===== src/rtl/hts_pkg.sv =====
// Shared types, character codes and tag-name tables for the HTML tag stripper.
// Used by every module of the block and by the channel interfaces.
package hts_pkg;

  localparam int CHAR_W   = 8;
  localparam int PAT_NUM  = 20;
  localparam int POS_W    = 3;
  localparam int CLOSE_W  = 4;

  localparam logic [POS_W-1:0]   POS_MAX      = 3'd7;
  localparam logic [PAT_NUM-1:0] ALL_ALIVE    = '1;
  localparam logic [CLOSE_W-1:0] SCRIPT_CLOSE_LEN = 4'd9;
  localparam logic [CLOSE_W-1:0] STYLE_CLOSE_LEN  = 4'd8;

  // Pattern slots with a special meaning; all others are newline tags.
  localparam int PAT_SCRIPT = 0;
  localparam int PAT_STYLE  = 1;

  localparam logic [CHAR_W-1:0] CH_NUL   = 8'h00;
  localparam logic [CHAR_W-1:0] CH_TAB   = 8'h09;
  localparam logic [CHAR_W-1:0] CH_LF    = 8'h0A;
  localparam logic [CHAR_W-1:0] CH_CR    = 8'h0D;
  localparam logic [CHAR_W-1:0] CH_SPACE = 8'h20;
  localparam logic [CHAR_W-1:0] CH_LT    = 8'h3C;
  localparam logic [CHAR_W-1:0] CH_GT    = 8'h3E;

  typedef enum logic [5:0] {
    MODE_TEXT     = 6'b000001,
    MODE_TAG      = 6'b000010,
    MODE_SCR_OPEN = 6'b000100,
    MODE_SCR_BODY = 6'b001000,
    MODE_STY_OPEN = 6'b010000,
    MODE_STY_BODY = 6'b100000
  } mode_t;

  typedef struct packed {
    logic [PAT_NUM-1:0] alive_next;
    logic               nl_hit;
    logic               script_hit;
    logic               style_hit;
  } match_t;

  typedef struct packed {
    logic              present;
    logic [CHAR_W-1:0] out_char;
    logic              char_valid;
    logic              end_of_text;
  } result_t;

  function automatic logic [CHAR_W-1:0] lower_byte(input logic [CHAR_W-1:0] c);
    logic [CHAR_W-1:0] r;
    r = c;
    if (c >= 8'h41 && c <= 8'h5A) r = c + 8'd32;
    return r;
  endfunction

  function automatic logic [POS_W-1:0] pat_len(input logic [4:0] idx);
    logic [POS_W-1:0] n;
    case (idx) inside
      5'd0:                   n = 3'd6;
      5'd1:                   n = 3'd5;
      5'd4:                   n = 3'd1;
      5'd3, 5'd6, 5'd12, 5'd13, 5'd14, 5'd15, 5'd17, 5'd19: n = 3'd3;
      5'd7:                   n = 3'd4;
      default:                n = 3'd2;
    endcase
    return n;
  endfunction

  // Tag-name prefixes, left-justified: element 0 is the first character.
  function automatic logic [CHAR_W-1:0] pat_char(input logic [4:0] idx,
                                                 input logic [POS_W-1:0] pos);
    logic [0:5][CHAR_W-1:0] t;
    case (idx)
      5'd0:  t = "script";
      5'd1:  t = {"style", 8'h00};
      5'd2:  t = {"br", 32'h0};
      5'd3:  t = {"/br", 24'h0};
      5'd4:  t = {"p", 40'h0};
      5'd5:  t = {"/p", 32'h0};
      5'd6:  t = {"div", 24'h0};
      5'd7:  t = {"/div", 16'h0};
      5'd8:  t = {"h1", 32'h0};
      5'd9:  t = {"h2", 32'h0};
      5'd10: t = {"h3", 32'h0};
      5'd11: t = {"h4", 32'h0};
      5'd12: t = {"/h1", 24'h0};
      5'd13: t = {"/h2", 24'h0};
      5'd14: t = {"/h3", 24'h0};
      5'd15: t = {"/h4", 24'h0};
      5'd16: t = {"li", 32'h0};
      5'd17: t = {"/li", 24'h0};
      5'd18: t = {"tr", 32'h0};
      5'd19: t = {"/tr", 24'h0};
      default: t = '0;
    endcase
    return (pos <= 3'd5) ? t[pos] : CH_NUL;
  endfunction

  function automatic logic [CHAR_W-1:0] close_char(input logic is_style,
                                                   input logic [CLOSE_W-1:0] k);
    logic [0:8][CHAR_W-1:0] t;
    t = is_style ? {"</style>", 8'h00} : "</script>";
    return (k <= 4'd8) ? t[k] : CH_NUL;
  endfunction

endpackage


===== src/rtl/hts_in_if.sv =====
// Input channel of the HTML tag stripper: one HTML byte per request.
// Depends on hts_pkg for the character width.
interface hts_in_if import hts_pkg::*; ();
  logic              valid;
  logic              ready;
  logic [CHAR_W-1:0] in_byte;
  logic              in_last;

  modport source (output valid, in_byte, in_last, input ready);
  modport sink   (input valid, in_byte, in_last, output ready);
endinterface


===== src/rtl/hts_out_if.sv =====
// Output channel of the HTML tag stripper: one plain-text result per request.
// Depends on hts_pkg for the character width.
interface hts_out_if import hts_pkg::*; ();
  logic              valid;
  logic              ready;
  logic [CHAR_W-1:0] out_char;
  logic              char_valid;
  logic              end_of_text;

  modport source (output valid, out_char, char_valid, end_of_text, input ready);
  modport sink   (input valid, out_char, char_valid, end_of_text, output ready);
endinterface


===== src/rtl/hts_tag_match.sv =====
// Tag-name matcher: compares one lowercased name byte against all prefixes.
// Depends on hts_pkg for the prefix tables and the match_t result.
module hts_tag_match import hts_pkg::*; (
  input  logic [CHAR_W-1:0]  lc,
  input  logic [POS_W-1:0]   pos,
  input  logic [PAT_NUM-1:0] alive,
  output match_t             match
);

  logic [PAT_NUM-1:0] kill;
  logic [PAT_NUM-1:0] done;

  always_comb begin
    for (int i = 0; i < PAT_NUM; i++) begin
      logic [POS_W-1:0] len;
      logic             active;
      logic             eq;
      len     = pat_len(5'(i));
      active  = alive[i] && (pos < len);
      eq      = (pat_char(5'(i), pos) == lc);
      kill[i] = active && !eq;
      done[i] = active && eq && (({1'b0, pos} + 4'd1) == {1'b0, len});
    end
  end

  always_comb begin
    match.alive_next = alive & ~kill;
    match.script_hit = done[PAT_SCRIPT];
    match.style_hit  = done[PAT_STYLE];
    match.nl_hit     = |done[PAT_NUM-1:PAT_STYLE+1];
  end

endmodule


===== src/rtl/hts_parser.sv =====
// Parser state and per-byte next-state logic of the HTML tag stripper.
// Depends on hts_pkg and hts_tag_match.
module hts_parser import hts_pkg::*; (
  input  logic              clk,
  input  logic              rst,
  input  logic              step,
  input  logic [CHAR_W-1:0] cur_byte,
  input  logic              cur_last,
  output result_t           res
);

  mode_t               mode, mode_next;
  logic [POS_W-1:0]    tag_pos, tag_pos_next;
  logic [PAT_NUM-1:0]  alive, alive_next;
  logic                nl_seen, nl_seen_next;
  logic [CLOSE_W-1:0]  close_cnt, close_cnt_next;
  logic                last_space, last_space_next;
  logic                last_nl, last_nl_next;
  logic                text_ended, text_ended_next;

  logic [CHAR_W-1:0]   lc;
  match_t              match;

  assign lc = lower_byte(cur_byte);

  hts_tag_match u_match (
    .lc    (lc),
    .pos   (tag_pos),
    .alive (alive),
    .match (match)
  );

  always_comb begin
    logic              emit;
    logic [CHAR_W-1:0] ch;
    logic              is_style;
    logic [CLOSE_W-1:0] clen;
    logic [CLOSE_W-1:0] k1;

    mode_next       = mode;
    tag_pos_next    = tag_pos;
    alive_next      = alive;
    nl_seen_next    = nl_seen;
    close_cnt_next  = close_cnt;
    last_space_next = last_space;
    last_nl_next    = last_nl;
    text_ended_next = text_ended;
    emit            = 1'b0;
    ch              = CH_NUL;
    is_style        = (mode == MODE_STY_BODY);
    clen            = is_style ? STYLE_CLOSE_LEN : SCRIPT_CLOSE_LEN;
    k1              = close_cnt + 4'd1;

    if (!text_ended) begin
      if (cur_byte == CH_NUL) begin
        text_ended_next = 1'b1;
        if (mode == MODE_TAG && nl_seen && !last_nl) begin
          emit = 1'b1;
          ch   = CH_LF;
          last_space_next = 1'b1;
          last_nl_next    = 1'b1;
        end
      end else begin
        unique case (mode) inside
          MODE_TEXT: begin
            if (cur_byte == CH_LT) begin
              mode_next    = MODE_TAG;
              tag_pos_next = '0;
              alive_next   = ALL_ALIVE;
              nl_seen_next = 1'b0;
            end else if (cur_byte != CH_CR) begin
              if (cur_byte == CH_TAB || cur_byte == CH_LF || cur_byte == CH_SPACE) begin
                if (!last_space) begin
                  emit = 1'b1;
                  ch   = CH_SPACE;
                  last_space_next = 1'b1;
                  last_nl_next    = 1'b0;
                end
              end else begin
                emit = 1'b1;
                ch   = cur_byte;
                last_space_next = 1'b0;
                last_nl_next    = 1'b0;
              end
            end
          end
          MODE_TAG: begin
            if (cur_byte == CH_GT) begin
              mode_next = MODE_TEXT;
              if (nl_seen && !last_nl) begin
                emit = 1'b1;
                ch   = CH_LF;
                last_space_next = 1'b1;
                last_nl_next    = 1'b1;
              end
            end else if (match.script_hit) begin
              mode_next      = MODE_SCR_OPEN;
              close_cnt_next = '0;
            end else if (match.style_hit) begin
              mode_next      = MODE_STY_OPEN;
              close_cnt_next = '0;
            end else begin
              alive_next   = match.alive_next;
              nl_seen_next = nl_seen | match.nl_hit;
              if (tag_pos != POS_MAX) tag_pos_next = tag_pos + 3'd1;
            end
          end
          MODE_SCR_OPEN: begin
            if (cur_byte == CH_GT) mode_next = MODE_SCR_BODY;
          end
          MODE_STY_OPEN: begin
            if (cur_byte == CH_GT) mode_next = MODE_STY_BODY;
          end
          MODE_SCR_BODY, MODE_STY_BODY: begin
            // Look for the closing tag; a '<' restarts the match.
            if (close_cnt < clen && close_char(is_style, close_cnt) == lc) begin
              if (k1 == clen) begin
                mode_next      = MODE_TEXT;
                close_cnt_next = '0;
              end else begin
                close_cnt_next = k1;
              end
            end else begin
              close_cnt_next = (lc == CH_LT) ? 4'd1 : 4'd0;
            end
          end
          default: mode_next = MODE_TEXT;
        endcase
      end

      // A document that ends inside a newline tag still gets its newline.
      if (cur_last && !emit && mode_next == MODE_TAG && nl_seen_next && !last_nl_next) begin
        emit = 1'b1;
        ch   = CH_LF;
      end
    end

    res.present     = emit || cur_last;
    res.out_char    = emit ? ch : CH_NUL;
    res.char_valid  = emit;
    res.end_of_text = cur_last;

    if (cur_last) begin
      mode_next       = MODE_TEXT;
      tag_pos_next    = '0;
      alive_next      = ALL_ALIVE;
      nl_seen_next    = 1'b0;
      close_cnt_next  = '0;
      last_space_next = 1'b1;
      last_nl_next    = 1'b1;
      text_ended_next = 1'b0;
    end
  end

  always_ff @(posedge clk) begin
    if (rst) begin
      mode       <= MODE_TEXT;
      tag_pos    <= '0;
      alive      <= ALL_ALIVE;
      nl_seen    <= 1'b0;
      close_cnt  <= '0;
      last_space <= 1'b1;
      last_nl    <= 1'b1;
      text_ended <= 1'b0;
    end else if (step) begin
      mode       <= mode_next;
      tag_pos    <= tag_pos_next;
      alive      <= alive_next;
      nl_seen    <= nl_seen_next;
      close_cnt  <= close_cnt_next;
      last_space <= last_space_next;
      last_nl    <= last_nl_next;
      text_ended <= text_ended_next;
    end
  end

endmodule


===== src/rtl/html_tag_stripper_core.sv =====
// HTML tag stripper, top level.
// Channels: html (sink) takes one HTML byte per request with in_last marking the
// final byte of a document; text (source) gives one result per request with the
// plain-text character, char_valid and end_of_text.
// A byte yields a result only when it emits a character or carries in_last;
// the other bytes are consumed without a result.
// A byte accepted from html waits in the input register; its result goes on
// through the result register to text. Throughput: one byte per cycle unless text
// stalls, set by the single input and result registers around the parser logic.
// Stall: while a result waits on text, one more byte is taken into the input
// register; html.ready then drops until the result is taken.
// Reset (rst, synchronous) empties both registers and puts the parser in text
// mode as if a newline had just been emitted. A result with end_of_text also
// returns the parser to that state for the next document.
// Depends on hts_pkg, hts_in_if, hts_out_if and hts_parser.
module html_tag_stripper_core import hts_pkg::*; (
  input logic      clk,
  input logic      rst,
  hts_in_if.sink   html,
  hts_out_if.source text
);

  logic              s1_valid;
  logic [CHAR_W-1:0] s1_byte;
  logic              s1_last;
  logic              advance;
  logic              accept;
  result_t           res;

  logic              out_valid;
  logic [CHAR_W-1:0] out_char;
  logic              char_valid;
  logic              end_of_text;

  assign advance    = s1_valid && (!out_valid || text.ready);
  assign html.ready = !s1_valid || advance;
  assign accept     = html.valid && html.ready;

  hts_parser u_parser (
    .clk      (clk),
    .rst      (rst),
    .step     (advance),
    .cur_byte (s1_byte),
    .cur_last (s1_last),
    .res      (res)
  );

  always_ff @(posedge clk) begin
    if (rst) begin
      s1_valid <= 1'b0;
    end else if (accept) begin
      s1_valid <= 1'b1;
    end else if (advance) begin
      s1_valid <= 1'b0;
    end
  end

  always_ff @(posedge clk) begin
    if (accept) begin
      s1_byte <= html.in_byte;
      s1_last <= html.in_last;
    end
  end

  always_ff @(posedge clk) begin
    if (rst) begin
      out_valid <= 1'b0;
    end else if (advance && res.present) begin
      out_valid <= 1'b1;
    end else if (text.ready) begin
      out_valid <= 1'b0;
    end
  end

  always_ff @(posedge clk) begin
    if (advance && res.present) begin
      out_char    <= res.out_char;
      char_valid  <= res.char_valid;
      end_of_text <= res.end_of_text;
    end
  end

  assign text.valid       = out_valid;
  assign text.out_char    = out_char;
  assign text.char_valid  = char_valid;
  assign text.end_of_text = end_of_text;

endmodule


===== src/flat_wrapper.sv =====
// flat-port wrapper written by rule: the top's interface ports become plain ports
module html_tag_stripper_core_flat import hts_pkg::*;
  (clk, rst, html_valid, html_in_byte, html_in_last, html_ready, text_valid, text_out_char, text_char_valid, text_end_of_text, text_ready);
  hts_in_if html_i ();
  hts_out_if text_i ();
  input logic clk;
  input logic rst;
  input wire logic [$bits(html_i.valid)-1:0] html_valid;
  input wire logic [$bits(html_i.in_byte)-1:0] html_in_byte;
  input wire logic [$bits(html_i.in_last)-1:0] html_in_last;
  output wire logic [$bits(html_i.ready)-1:0] html_ready;
  output wire logic [$bits(text_i.valid)-1:0] text_valid;
  output wire logic [$bits(text_i.out_char)-1:0] text_out_char;
  output wire logic [$bits(text_i.char_valid)-1:0] text_char_valid;
  output wire logic [$bits(text_i.end_of_text)-1:0] text_end_of_text;
  input wire logic [$bits(text_i.ready)-1:0] text_ready;
  assign html_i.valid = html_valid;
  assign html_i.in_byte = html_in_byte;
  assign html_i.in_last = html_in_last;
  assign html_ready = html_i.ready;
  assign text_valid = text_i.valid;
  assign text_out_char = text_i.out_char;
  assign text_char_valid = text_i.char_valid;
  assign text_end_of_text = text_i.end_of_text;
  assign text_i.ready = text_ready;
  html_tag_stripper_core u_core (.clk(clk), .rst(rst), .html(html_i), .text(text_i));
endmodule

===== config.mk =====
export PLATFORM = sky130hd
export DESIGN_NAME = html_tag_stripper_core_flat
export DESIGN_NICKNAME = d
export VERILOG_FILES = /design/src/rtl/hts_pkg.sv /design/src/rtl/hts_in_if.sv /design/src/rtl/hts_out_if.sv /design/src/rtl/hts_tag_match.sv /design/src/rtl/hts_parser.sv /design/src/rtl/html_tag_stripper_core.sv /design/src/flat_wrapper.sv
export SDC_FILE = /design/constraint.sdc
export NUM_CORES = 1
export LEC_CHECK = 0
export ABC_AREA = 1
export ABC_CLOCK_PERIOD_IN_PS = 4130
export BUFFER_PORTS_ARGS = -buffer_cell sky130_fd_sc_hd__buf_2
export CAP_MARGIN = 20
export CORE_UTILIZATION = 64
export CTS_BUF_LIST = sky130_fd_sc_hd__clkbuf_8
export DETAILED_ROUTE_END_ITERATION = 10
export PLACE_DENSITY = 0.88
export SLEW_MARGIN = 20
export SYNTH_ARGS = -nofsm -noshare
export SYNTH_HDL_FRONTEND = slang
export SYNTH_SLANG_ARGS = --single-unit

===== constraint.sdc =====
create_clock -name clk -period 4.13 [get_ports clk]
set_clock_uncertainty 0.2 [all_clocks]
set_input_delay 0.413 -clock clk [delete_from_list [all_inputs] [get_ports clk]]
set_output_delay 0.413 -clock clk [all_outputs]
set_load 0.02 [all_outputs]

==> run_results.csv, run 1 <==
group,metric,value,unit
outcome,status,"finished, violations left",
outcome,violations,"DRC",
sta,max_freq,266,MHz
global_route,grt_pass1_wl,23.0,mm
clock_network,h-tree-depth,3,
job,cap_violations,0,
critical_path,critPathKind,"reg2reg",
detailed_routing,routed_wl,13.8,mm
critical_path,timing.rr.start,"u_core.u_parser.mode[1]",
critical_path,worstPathRequired,4.02,ns
synth,yosysUniqueCellTypes,46,
power,peakVddDrop,0.239,mV
clock_network,cts_tree,"built",
clock_network,cts_num_sinks,58,
sta,final_max_slew_viol_count,0,
global_route,grt_start_max_net_pins,21,
cells_and_area,nets,821,
synth,postSynthAreaPerCell,6.51,um2
critical_path,ff2ff_setup_slack,0.37,ns
global_route,grt_overflow_total,0,
synth,yosysWarnings,0,
cells_and_area,fin_cells,888,
cells_and_area,postLayoutCoreUtil,0.732,
critical_path,crit_end,"u_core.text.out_char[7]",
global_route,grt-busiest-layer,"met2",
cells_and_area,n_antenna_cell,0,
detailed_routing,ant_nets,0,
power,leakagePower,2.65,nW
detailed_routing,routed_via_density,6.04,
cells_and_area,syn_to_final_growth,9.39,%
synth,synth_area_leader_cell,"dfxtp_1",
clock_network,path_clk_slew,0.08,ns
sta,hold_viol_final,0,
clock_network,cts_hold_buf,0,
floorplanning,core-area,0.00737,mm2
floorplanning,start_util,0.669,
sta,rsz0062_at_grt,"no",
synth,yosysSeqAreaShare,0.274,
detailed_routing,avgRoutedWirePerCell,15.5,um
synth,synth_flop_cell,"dfxtp_1",
synth,syn_nets,795,
place,gp_routability_congestion,1.01,
detailed_routing,drc,1,
sta,timing.slew.headroom,0.574,
synth,ys_top_cells_by_count,"nand2_1 (193), nor2_1 (100), inv_1 (86)",
clock_network,clock_latency,0.36,ns
sta,min_period,3.76,ns
clock_network,cts_root_buffer,"clkbuf_8",
synth,synth_most_common_cell,"nand2_1",
power,total_power,1.83,mW
critical_path,reg2reg_depth,27,
sta,worstMarginPinSlew,0.633,ns
global_route,grt_usage,0.350,
detailed_routing,drt_first_iter_violations,608,
place,dp.cells,871,
place,io_buffers,24,
cells_and_area,fillers,556,
sta,whs,0.0311,ns
power,power_density,339,mW/mm2
synth,synth_top_area_share,0.158,
clock_network,cts_max_path_buffers,2,
floorplanning,die_w,89.8,um
sta,fin_setup_tns,0,ns
critical_path,crit_fanout,8,
floorplanning,dieArea,0.00806,mm2
critical_path,crit_path_end_kind,"register",
global_route,grt_pass1_vias,5126,
global_route,use_met1,0.411,
clock_network,cts-resized-gates,0,
global_route,met3_usage,0.0558,
critical_path,r2r-end,"u_core.text.out_char[7]",
floorplanning,die_h,89.8,um
clock_network,cts_buffers,9,
synth,syn_inst,758,
cells_and_area,drive_above_1_share,0.132,
clock_network,cts_setup_buffers,0,
floorplanning,io_pins,25,
floorplanning,row_count,31,
sta,finalSetupViolCount,0,
synth,yosys_register_bits,58,
worst_hold_path,min_path_cells,1,
place,dp_hpwl,10.1,mm
critical_path,start_kind,"register",
synth,synth_edf_count,19,
critical_path,cp.arrival,3.65,ns
synth,syn-cell-area,0.00493,mm2
sta,post-route-period-util,0.911,
synth,async_flop_share,0,
critical_path,startpoint,"u_core.u_parser.mode[1]",
detailed_routing,drt_pass1_iterations,9,
detailed_routing,vias,5361,
global_route,antenna_found_initial,0,
synth,synth_area_leaders,"dfxtp_1 (16%), nand2_1 (15%), edfxtp_1 (12%), nor2_1 (7.6%), nand3_1 (7.0%)",
global_route,grt.met2_usage,0.600,
worst_hold_path,hold_class,"in2reg",
-- per-stage QoR --
stage / cell area (um2) / setup slack, ns
finish: 5400 / 0.367
CTS: 5370 / 0.215
global placement: 5120 / 0.444
global route: 5400 / 0.0190
floorplan: 4930 / 0.493
detailed placement: 5120 / 0.232
-- registers in the layout, summed over array words and instances, names as in the netlist --
name	flops
u_core.s1_byte	8
u_core.u_parser.text_ended	1
u_core.u_parser.last_space	1
u_core.text.valid	1
u_core.text.end_of_text	1
u_core.u_parser.nl_seen	1
u_core.text.out_char	8
u_core.text.char_valid	1
u_core.s1_valid	1
u_core.u_parser.mode	6
u_core.u_parser.last_nl	1
u_core.u_parser.tag_pos	3
u_core.u_parser.alive	20
u_core.s1_last	1
u_core.u_parser.close_cnt	4
-- kinds of logic after synthesis --
family	count (synthesis)	share of synthesized area
AND/OR/NAND/NOR	442	0.405
buffers and inverters	118	0.103
AO/OA/AOI/OAI	87	0.105
flip-flops	58	0.274
XOR/XNOR	29	0.0530
adder cells (fa/ha/maj)	24	0.0609
-- layer usage --
metal	wire, um	part of all wire
met1	5320	0.39
met3	1350	0.098
met5	0	0
met4	686	0.050
met2	6450	0.47
-- critical path, cell delays in order (launching register included) --
cell and delay (ns):
dfxtp_1 0.36, nor2_2 0.17, nand2_1 0.10, nor3_2 0.15, inv_1 0.12, ha_1 0.21, inv_1 0.06, nor2_1 0.04
nand3_1 0.09, nand2_1 0.16, nand3_1 0.15, nand2_1 0.07, inv_1 0.05, nand2_1 0.05, nor2_1 0.16, nand3_1 0.20
nand2_1 0.11, nand3_1 0.11, nand2_1 0.11, nand2_1 0.07, nand4_1 0.08, nor2_1 0.05, nand2_2 0.10, nand2_2 0.06
nand2_2 0.08, nand2_1 0.06, nand2_2 0.14, clkinvlp_4 0.18
-- final cells by class --
class,instances,area [um2],share of cell area
Timing Repair Buffer,36,210,0.0390
Multi-Input combinational cell,582,3090,0.572
Clock inverter,7,125,0.0232
Sequential cell,58,1350,0.250
Inverter,96,367,0.0680
Timing Repair inverter,1,7.51,0.00139
Clock buffer,9,124,0.0230
Tap cell,99,124,0.0230
-- power by group --
| group | switching (mW) | total (mW) | internal (mW) |
|---|---|---|---|
| registers | 0.0361 | 0.668 | 0.632 |
| clock network | 0.270 | 0.676 | 0.406 |
| logic | 0.332 | 0.484 | 0.153 |
| total | 0.638 | 1.83 | 1.19 |
-- how the worst min path moves through the flow --
stage	from	to
2_1_floorplan	u_core.u_parser.alive[11]	u_core.u_parser.alive[11]
3_3_place_gp	u_core.u_parser.alive[12]	u_core.u_parser.alive[12]
3_5_place_dp	u_core.u_parser.alive[13]	u_core.u_parser.alive[13]
4_1_cts	html_in_byte[2]	u_core.s1_byte[2]
5_1_grt	html_in_byte[5]	u_core.s1_byte[5]
6_report	html_in_byte[1]	u_core.s1_byte[1]
-- cells in the final DEF (no fill, tap or decap), types with 2 or more instances in the layout --
cell,n
a21oi_1,28
nor3_2,2
a311oi_1,2
clkinvlp_4,2
clkinv_4,3
a2bb2oi_1,2
a21oi_2,2
nor4_1,5
clkbuf_8,9
bufinv_16,3
dfxtp_1,39
nand4_2,2
nand3_1,69
xor2_1,26
inv_1,85
xnor2_1,2
clkinv_1,3
nor3_1,18
nor2_2,12
edfxtp_1,19
buf_2,24
o21ai_1,4
o21ai_0,27
buf_4,12
ha_1,24
a211oi_1,16
nand4_1,20
nand2_1,192
inv_2,6
nor2_1,98
nand3_2,5
nand2_2,12
No activity file was read; power rests on OpenSTA's default activity.
==> run 2, diff against run 1 <==
--- a/config.mk
+++ b/config.mk
@@ -6,7 +6,7 @@
 export NUM_CORES = 1
 export LEC_CHECK = 0
 export ABC_AREA = 1
-export ABC_CLOCK_PERIOD_IN_PS = 4130
+export ABC_CLOCK_PERIOD_IN_PS = 3640
 export BUFFER_PORTS_ARGS = -buffer_cell sky130_fd_sc_hd__buf_2
 export CAP_MARGIN = 20
 export CORE_UTILIZATION = 64
==> constraint.sdc (replaced) <==
create_clock -name clk -period 3.64 [get_ports clk]
set_clock_uncertainty 0.2 [all_clocks]
set_input_delay 0.364 -clock clk [delete_from_list [all_inputs] [get_ports clk]]
set_output_delay 0.364 -clock clk [all_outputs]
set_load 0.02 [all_outputs]
==> run 2 against run 1 <==
Compared with the run above: the flow now finishes without violations; setup slack lost 0.34 ns; highest routed layer unchanged; sequential cell count is the same; core utilization grew 7.9 points; largest power group is now sequential cells; critical endpoint is now u_core.text.out_char[5]; cell count grew 5.4%; via count increased by 6.7%; clock power grew 7.2%; sequential share of layout area down 2.2 points; total power increased by 15%.
==> run_results.csv, run 2 (synthesis results as in run 1) <==
group,metric,value,unit
sta,final_max_slew_viol_count,0,
cells_and_area,nets,869,
detailed_routing,vias,5719,
detailed_routing,drc,0,
global_route,grt_overflow_total,0,
place,io_buffers,24,
global_route,grt_pass1_wl,24.3,mm
floorplanning,start_util,0.669,
critical_path,cp.arrival,3.52,ns
power,peakVddDrop,0.265,mV
sta,hold_viol_final,0,
place,place_ws,0.108,ns
detailed_routing,drt_pass1_iterations,8,
outcome,status,"finished, final reports clean",
sta,whs,0.0723,ns
cells_and_area,final_common_cell,"nand2_1",
detailed_routing,routed_wl,16.2,mm
critical_path,critPathSlowestCell,"dfxtp_4",
clock_network,path_clk_slew,0.10,ns
critical_path,ff2ff_setup_slack,0.03,ns
clock_network,clock_latency,0.38,ns
clock_network,h-tree-depth,3,
cells_and_area,postLayoutCoreUtil,0.811,
critical_path,crit_path_end_kind,"register",
cells_and_area,top_regs,"u_core.u_parser.alive (20), u_core.s1_byte (8), u_core.text.out_char (8)",
critical_path,reg2reg_depth,26,
clock_network,cts_num_sinks,58,
cells_and_area,layout.cells.most_common_list,"nand2_1 (184), nor2_1 (88), inv_1 (84), nand3_1 (66), buf_4 (48)",
sta,fin_ws,0.0293,ns
sta,fin_setup_tns,0,ns
place,gp_routability_congestion,1.04,
floorplanning,die_w,89.8,um
floorplanning,dieArea,0.00806,mm2
power,total_power,2.11,mW
job,cap_violations,0,
global_route,grt_pass1_vias,5274,
sta,rsz0062_at_grt,"yes",
sta,worstMarginPinSlew,0.705,ns
cells_and_area,finalInstanceArea,0.00598,mm2
clock_network,cts_root_buffer,"clkbuf_8",
worst_hold_path,hp-start,"html_valid",
detailed_routing,ant_nets,0,
critical_path,critPathMostFrequentCell,"nand2_2",
power,leakagePower,2.87,nW
cells_and_area,n_antenna_cell,0,
critical_path,r2r-end,"u_core.text.out_char[5]",
floorplanning,core-area,0.00737,mm2
critical_path,timing.rr.start,"u_core.u_parser.mode[3]",
cells_and_area,drive_above_1_share,0.214,
sta,max_freq,277,MHz
sta,post-route-period-util,0.992,
detailed_routing,avgRoutedWirePerCell,17.3,um
cells_and_area,largest_reg_flops,20,
critical_path,max_stage_delay,0.37,ns
global_route,grt_usage,0.374,
critical_path,critPathKind,"reg2reg",
detailed_routing,routed_via_density,6.11,
sta,min_period,3.61,ns
clock_network,cts_tree,"built",
floorplanning,row_count,31,
global_route,grt_start_max_net_pins,21,
power,power_density,353,mW/mm2
floorplanning,die_h,89.8,um
global_route,antenna_found_initial,0,
critical_path,worstPathRequired,3.55,ns
cells_and_area,regMostFlops,"u_core.u_parser.alive",
clock_network,cts_buffers,9,
critical_path,start_kind,"register",
cells_and_area,fin_cells,936,
worst_hold_path,hold_class,"in2reg",
critical_path,crit_fanout,5,
place,placed_area,0.00535,mm2
clock_network,cts_max_path_buffers,2,
place,dp_hpwl,10.5,mm
worst_hold_path,min_path_cells,3,
place,dp.cells,900,
sta,timing.slew.headroom,0.527,
floorplanning,io_pins,25,
worst_hold_path,hold_end,"u_core.s1_valid",
detailed_routing,drt_first_iter_violations,516,
sta,finalSetupViolCount,0,
cells_and_area,syn_to_final_growth,21.2,%
run 2: cell count changes in the layout (fill, tap and decap cells not counted), moves of 5 or more:
cell	before	now
buf_4	12	48
nand2_1	192	184
nor2_4	1	6
nor2_2	12	17
nand2_2	12	18
dfxtp_1	39	34
dlygate4sd3_1	0	9
nor2_1	98	88
run 2: worst max path at each step:
stage | startpoint | to | slack (ns) | cells after the start
4_1_cts | u_core.u_parser.mode[1] | u_core.text.out_char[6] | 0.08 | 27
6_report | u_core.u_parser.mode[3] | u_core.text.out_char[5] | 0.03 | 26
2_1_floorplan | u_core.u_parser.mode[1] | u_core.text.char_valid | 0.003 | 28
5_1_grt | u_core.u_parser.mode[0] | u_core.text.out_char[5] | -0.13 | 26
3_3_place_gp | u_core.u_parser.mode[1] | u_core.text.out_char[0] | 0.20 | 29
3_5_place_dp | u_core.u_parser.mode[1] | u_core.text.out_char[4] | 0.11 | 27
run 2: layer usage:
| metal | vias up | track usage | wire length (um) |
|---|---|---|---|
| li1 | 2618 | - | - |
| met1 | 2557 | 0.430 | 5940 |
| met2 | 426 | 0.633 | 7580 |
| met3 | 118 | 0.0778 | 1640 |
| met4 | 0 | 0.239 | 1060 |
| met5 | - | 0 | 0 |
run 2: final cells by class:
cell class / count / area [um2]
Clock buffer: 9 / 124
Clock inverter: 7 / 101
Fill cell: 483 / 1390
Inverter: 96 / 369
Multi-Input combinational cell: 582 / 3250
Sequential cell: 58 / 1370
Tap cell: 99 / 124
Timing Repair Buffer: 85 / 638
run 2: timing repair:
action | 4_1_cts | 5_1_grt
buffers inserted | 0 | 10
hold buffers | 9 | 0
hold endpoints to repair | 9 | 0
resized for setup | 0 | 60
endpoints found under the setup margin | 0 | 20
run 2: power breakdown:
group | switching [mW] | internal [mW]
logic | 0.418 | 0.219
clock network | 0.334 | 0.391
registers | 0.0317 | 0.715
run 2: worst max-delay path, delay by kind of cell, from the launching register on:
kind | cells | cell delay (ns)
simple gates | 20 | 2.00
flops | 1 | 0.37
fa+ha+maj | 1 | 0.16
compound gates | 2 | 0.23
buf+inv | 3 | 0.38
==> run 3, diff against run 2 <==
--- a/config.mk
+++ b/config.mk
@@ -9,11 +9,12 @@
 export ABC_CLOCK_PERIOD_IN_PS = 3640
 export BUFFER_PORTS_ARGS = -buffer_cell sky130_fd_sc_hd__buf_2
 export CAP_MARGIN = 20
-export CORE_UTILIZATION = 64
+export CORE_UTILIZATION = 45
 export CTS_BUF_LIST = sky130_fd_sc_hd__clkbuf_8
 export DETAILED_ROUTE_END_ITERATION = 10
-export PLACE_DENSITY = 0.88
+export PLACE_DENSITY = 0.67
 export SLEW_MARGIN = 20
 export SYNTH_ARGS = -nofsm -noshare
 export SYNTH_HDL_FRONTEND = slang
+export SYNTH_HIERARCHICAL = 1
 export SYNTH_SLANG_ARGS = --single-unit
==> run 3 against run 2 <==
Compared with the run above: the flow now finishes with violations (setup timing); routed wire length increased by 8.3%; clock power increased by 4.7%; non-clock buffer count increased by 91.
==> run_results.csv, run 3 <==
group,metric,value,unit
synth,synth_most_common_cell,"nand2_1",
cells_and_area,drive_above_1_share,0.297,
power,leakagePower,3.46,nW
place,io_buffers,24,
worst_hold_path,hold_class,"in2reg",
detailed_routing,wl_met1,7.48,mm
power,total_power,1.92,mW
detailed_routing,routed_via_density,5.51,
critical_path,worstPathRequired,3.53,ns
worst_hold_path,min_path_cells,3,
global_route,grt_usage,0.305,
floorplanning,io_pins,25,
clock_network,path_clk_slew,0.07,ns
global_route,grt_overflow_total,0,
critical_path,cp.arrival,3.95,ns
sta,timing.slew.headroom,0.457,
synth,synth_edf_count,19,
sta,final_max_slew_viol_count,0,
synth,synth_simple_gate_area_frac,0.403,
sta,rsz0062_at_grt,"yes",
synth,syn_nets,853,
critical_path,critPathMostFrequentCell,"nand2_2",
critical_path,r2r-end,"u_core/text.out_char[4]",
place,gp_routability_congestion,0.986,
synth,async_flop_share,0,
cells_and_area,layout.cells.most_common_list,"nand2_1 (214), buf_4 (127), nor2_1 (89), inv_1 (80), nand3_1 (50)",
sta,post-route-period-util,1.11,
sta,hold_viol_final,0,
worst_hold_path,hp-start,"html_valid",
synth,synth_area_leaders,"nand2_1 (17%), dfxtp_1 (15%), edfxtp_1 (11%), nor2_1 (7.5%), inv_1 (6.8%)",
clock_network,cts_tree,"built",
synth,ys_top_cells_by_count,"nand2_1 (227), nor2_1 (102), inv_1 (92)",
detailed_routing,routed_wl,17.6,mm
sta,max_freq,246,MHz
critical_path,ff2ff_setup_slack,-0.42,ns
synth,synth_area_leader_cell,"nand2_1",
floorplanning,die_w,108,um
synth,synth.area.mux_share,0,
detailed_routing,wl_met3,1.38,mm
synth,synth_top_family_by_area,"simple AND/OR/NAND/NOR gates",
critical_path,crit_fanout,7,
critical_path,reg2reg_depth,27,
power,power_density,277,mW/mm2
synth,yosys_register_bits,58,
clock_network,cts_num_sinks,58,
detailed_routing,ant_nets,0,
clock_network,clock_latency,0.37,ns
detailed_routing,drt_first_iter_violations,563,
global_route,grt_pass1_wl,27.6,mm
worst_hold_path,hold_end,"u_core/s1_valid",
cells_and_area,final_common_cell,"nand2_1",
global_route,grt_pass1_vias,5878,
detailed_routing,top_layer,"met4",
detailed_routing,drc,0,
job,cap_violations,0,
detailed_routing,vias,6192,
sta,fin_ws,-0.419,ns
critical_path,crit_family,"simple AND/OR/NAND/NOR gates",
synth,synth_xor_xnor_area_share,0.0190,
synth,yosysWarnings,6,
detailed_routing,wl_met2,7.94,mm
sta,fin_setup_tns,-4.91,ns
cells_and_area,nets,1012,
sta,min_period,4.06,ns
cells_and_area,n_antenna_cell,0,
detailed_routing,avgRoutedWirePerCell,15.6,um
synth,synth_fa_ha_area_frac,0.0493,
clock_network,cts_root_buffer,"clkbuf_8",
floorplanning,dieArea,0.0117,mm2
critical_path,max_stage_delay,0.47,ns
critical_path,crit_path_end_kind,"register",
critical_path,critPathSlowestCell,"edfxtp_1",
synth,yosysUniqueCellTypes,50,
cells_and_area,top_regs,"u_core/u_parser/alive (20), u_core/s1_byte (8), u_core/text.out_char (8)",
place,dp_hpwl,12.2,mm
synth,postSynthAreaPerCell,6.19,um2
global_route,grt_start_max_net_pins,40,
synth,synth_top_area_share,0.168,
floorplanning,core-area,0.0109,mm2
synth,yosysSeqAreaShare,0.266,
cells_and_area,regMostFlops,"u_core/u_parser/alive",
synth,synth_flop_cell,"dfxtp_1",
cells_and_area,syn_to_final_growth,36.8,%
outcome,status,"finished, violations left",
detailed_routing,drt_pass1_iterations,5,
synth,syn_inst,820,
sta,finalSetupViolCount,15,
power,peakVddDrop,0.249,mV
cells_and_area,largest_reg_flops,20,
critical_path,crit_buf_inv,4,
synth,synth-compound-area-share,0.153,
floorplanning,start_util,0.464,
global_route,antenna_found_initial,0,
clock_network,cts_max_path_buffers,2,
floorplanning,row_count,38,
critical_path,critPathKind,"reg2reg",
clock_network,cts_buffers,9,
floorplanning,die_h,108,um
critical_path,timing.rr.start,"u_core/s1_byte[5]",
sta,worstMarginPinSlew,0.815,ns
outcome,violations,"setup timing",
synth,syn-cell-area,0.00507,mm2
clock_network,h-tree-depth,3,
critical_path,start_kind,"register",
run 3: area by class of cell:
class,instances,area (um2)
Clock buffer,9,124
Sequential cell,58,1350
Tap cell,140,175
Fill cell,1002,3990
Clock inverter,7,116
Timing Repair Buffer,176,1350
Multi-Input combinational cell,627,3410
Inverter,107,414
run 3: cell families (layout without fill, tap and decap cells):
family / Yosys count / in the layout
adder cells (fa/ha/maj): 20 / 20
AND/OR/NAND/NOR: 459 / 459
flip-flops: 58 / 58
buffers and inverters: 135 / 299
XOR/XNOR: 11 / 11
AO/OA/AOI/OAI: 137 / 137
run 3: what timing repair did:
item                                    in CTS  in global routing
endpoints found under the setup margin      14                 40
gates resized for setup                     39                 60
setup buffers                               28                 10
endpoints found under the hold margin        9                  0
hold buffers                                 9                  0
pin swaps                                    7                 19
run 3: worst max path at each step:
stage                                  from  cells after the start                       to  slack (ns)
after global routing      u_core/s1_byte[4]                     31  u_core/text.out_char[2]       -0.65
after global placement    u_core/s1_byte[1]                     30   u_core/text.char_valid       -0.32
final                     u_core/s1_byte[5]                     27  u_core/text.out_char[4]       -0.42
after floorplan           u_core/s1_byte[1]                     30   u_core/text.char_valid       0.002
after CTS                 u_core/s1_byte[0]                     30  u_core/text.out_char[4]       -0.25
after detailed placement  u_core/s1_byte[1]                     30  u_core/text.out_char[3]       -0.44
run 3: layer usage:
metal / vias to the layer above / track usage
met3: 69 / 0.0512
li1: 3000 / -
met5: - / 0
met4: 0 / 0.173
met2: 290 / 0.479
met1: 2833 / 0.393
run 3: through the flow:
stage | area [um2] | setup WS, ns | hold slack, ns | cells | utilization
2_1_floorplan | 5080 | 0.00194 | 0.233 | 820 | -
3_3_place_gp | 6050 | -0.317 | 0.242 | 1064 | 0.553
3_5_place_dp | 6050 | -0.441 | 0.251 | 1064 | 0.553
4_1_cts | 6700 | -0.251 | 0.0333 | 1117 | 0.613
5_1_grt | 6940 | -0.651 | 0.0673 | 1124 | 0.635
6_report | 6940 | -0.419 | 0.0519 | 1124 | 0.635
run 3: worst register-to-register path: cells and delay by family (launching register included):
family | cells | cell delay, ns
AO/OA/AOI/OAI | 3 | 0.34
flip-flops | 1 | 0.47
buffers and inverters | 4 | 0.44
AND/OR/NAND/NOR | 19 | 2.00
adder cells (fa/ha/maj) | 1 | 0.32
run 3: report_power, final:
part | total, mW | internal [mW] | switching [mW]
combinational | 0.434 | 0.174 | 0.260
clock | 0.759 | 0.455 | 0.304
sequential | 0.730 | 0.704 | 0.0255
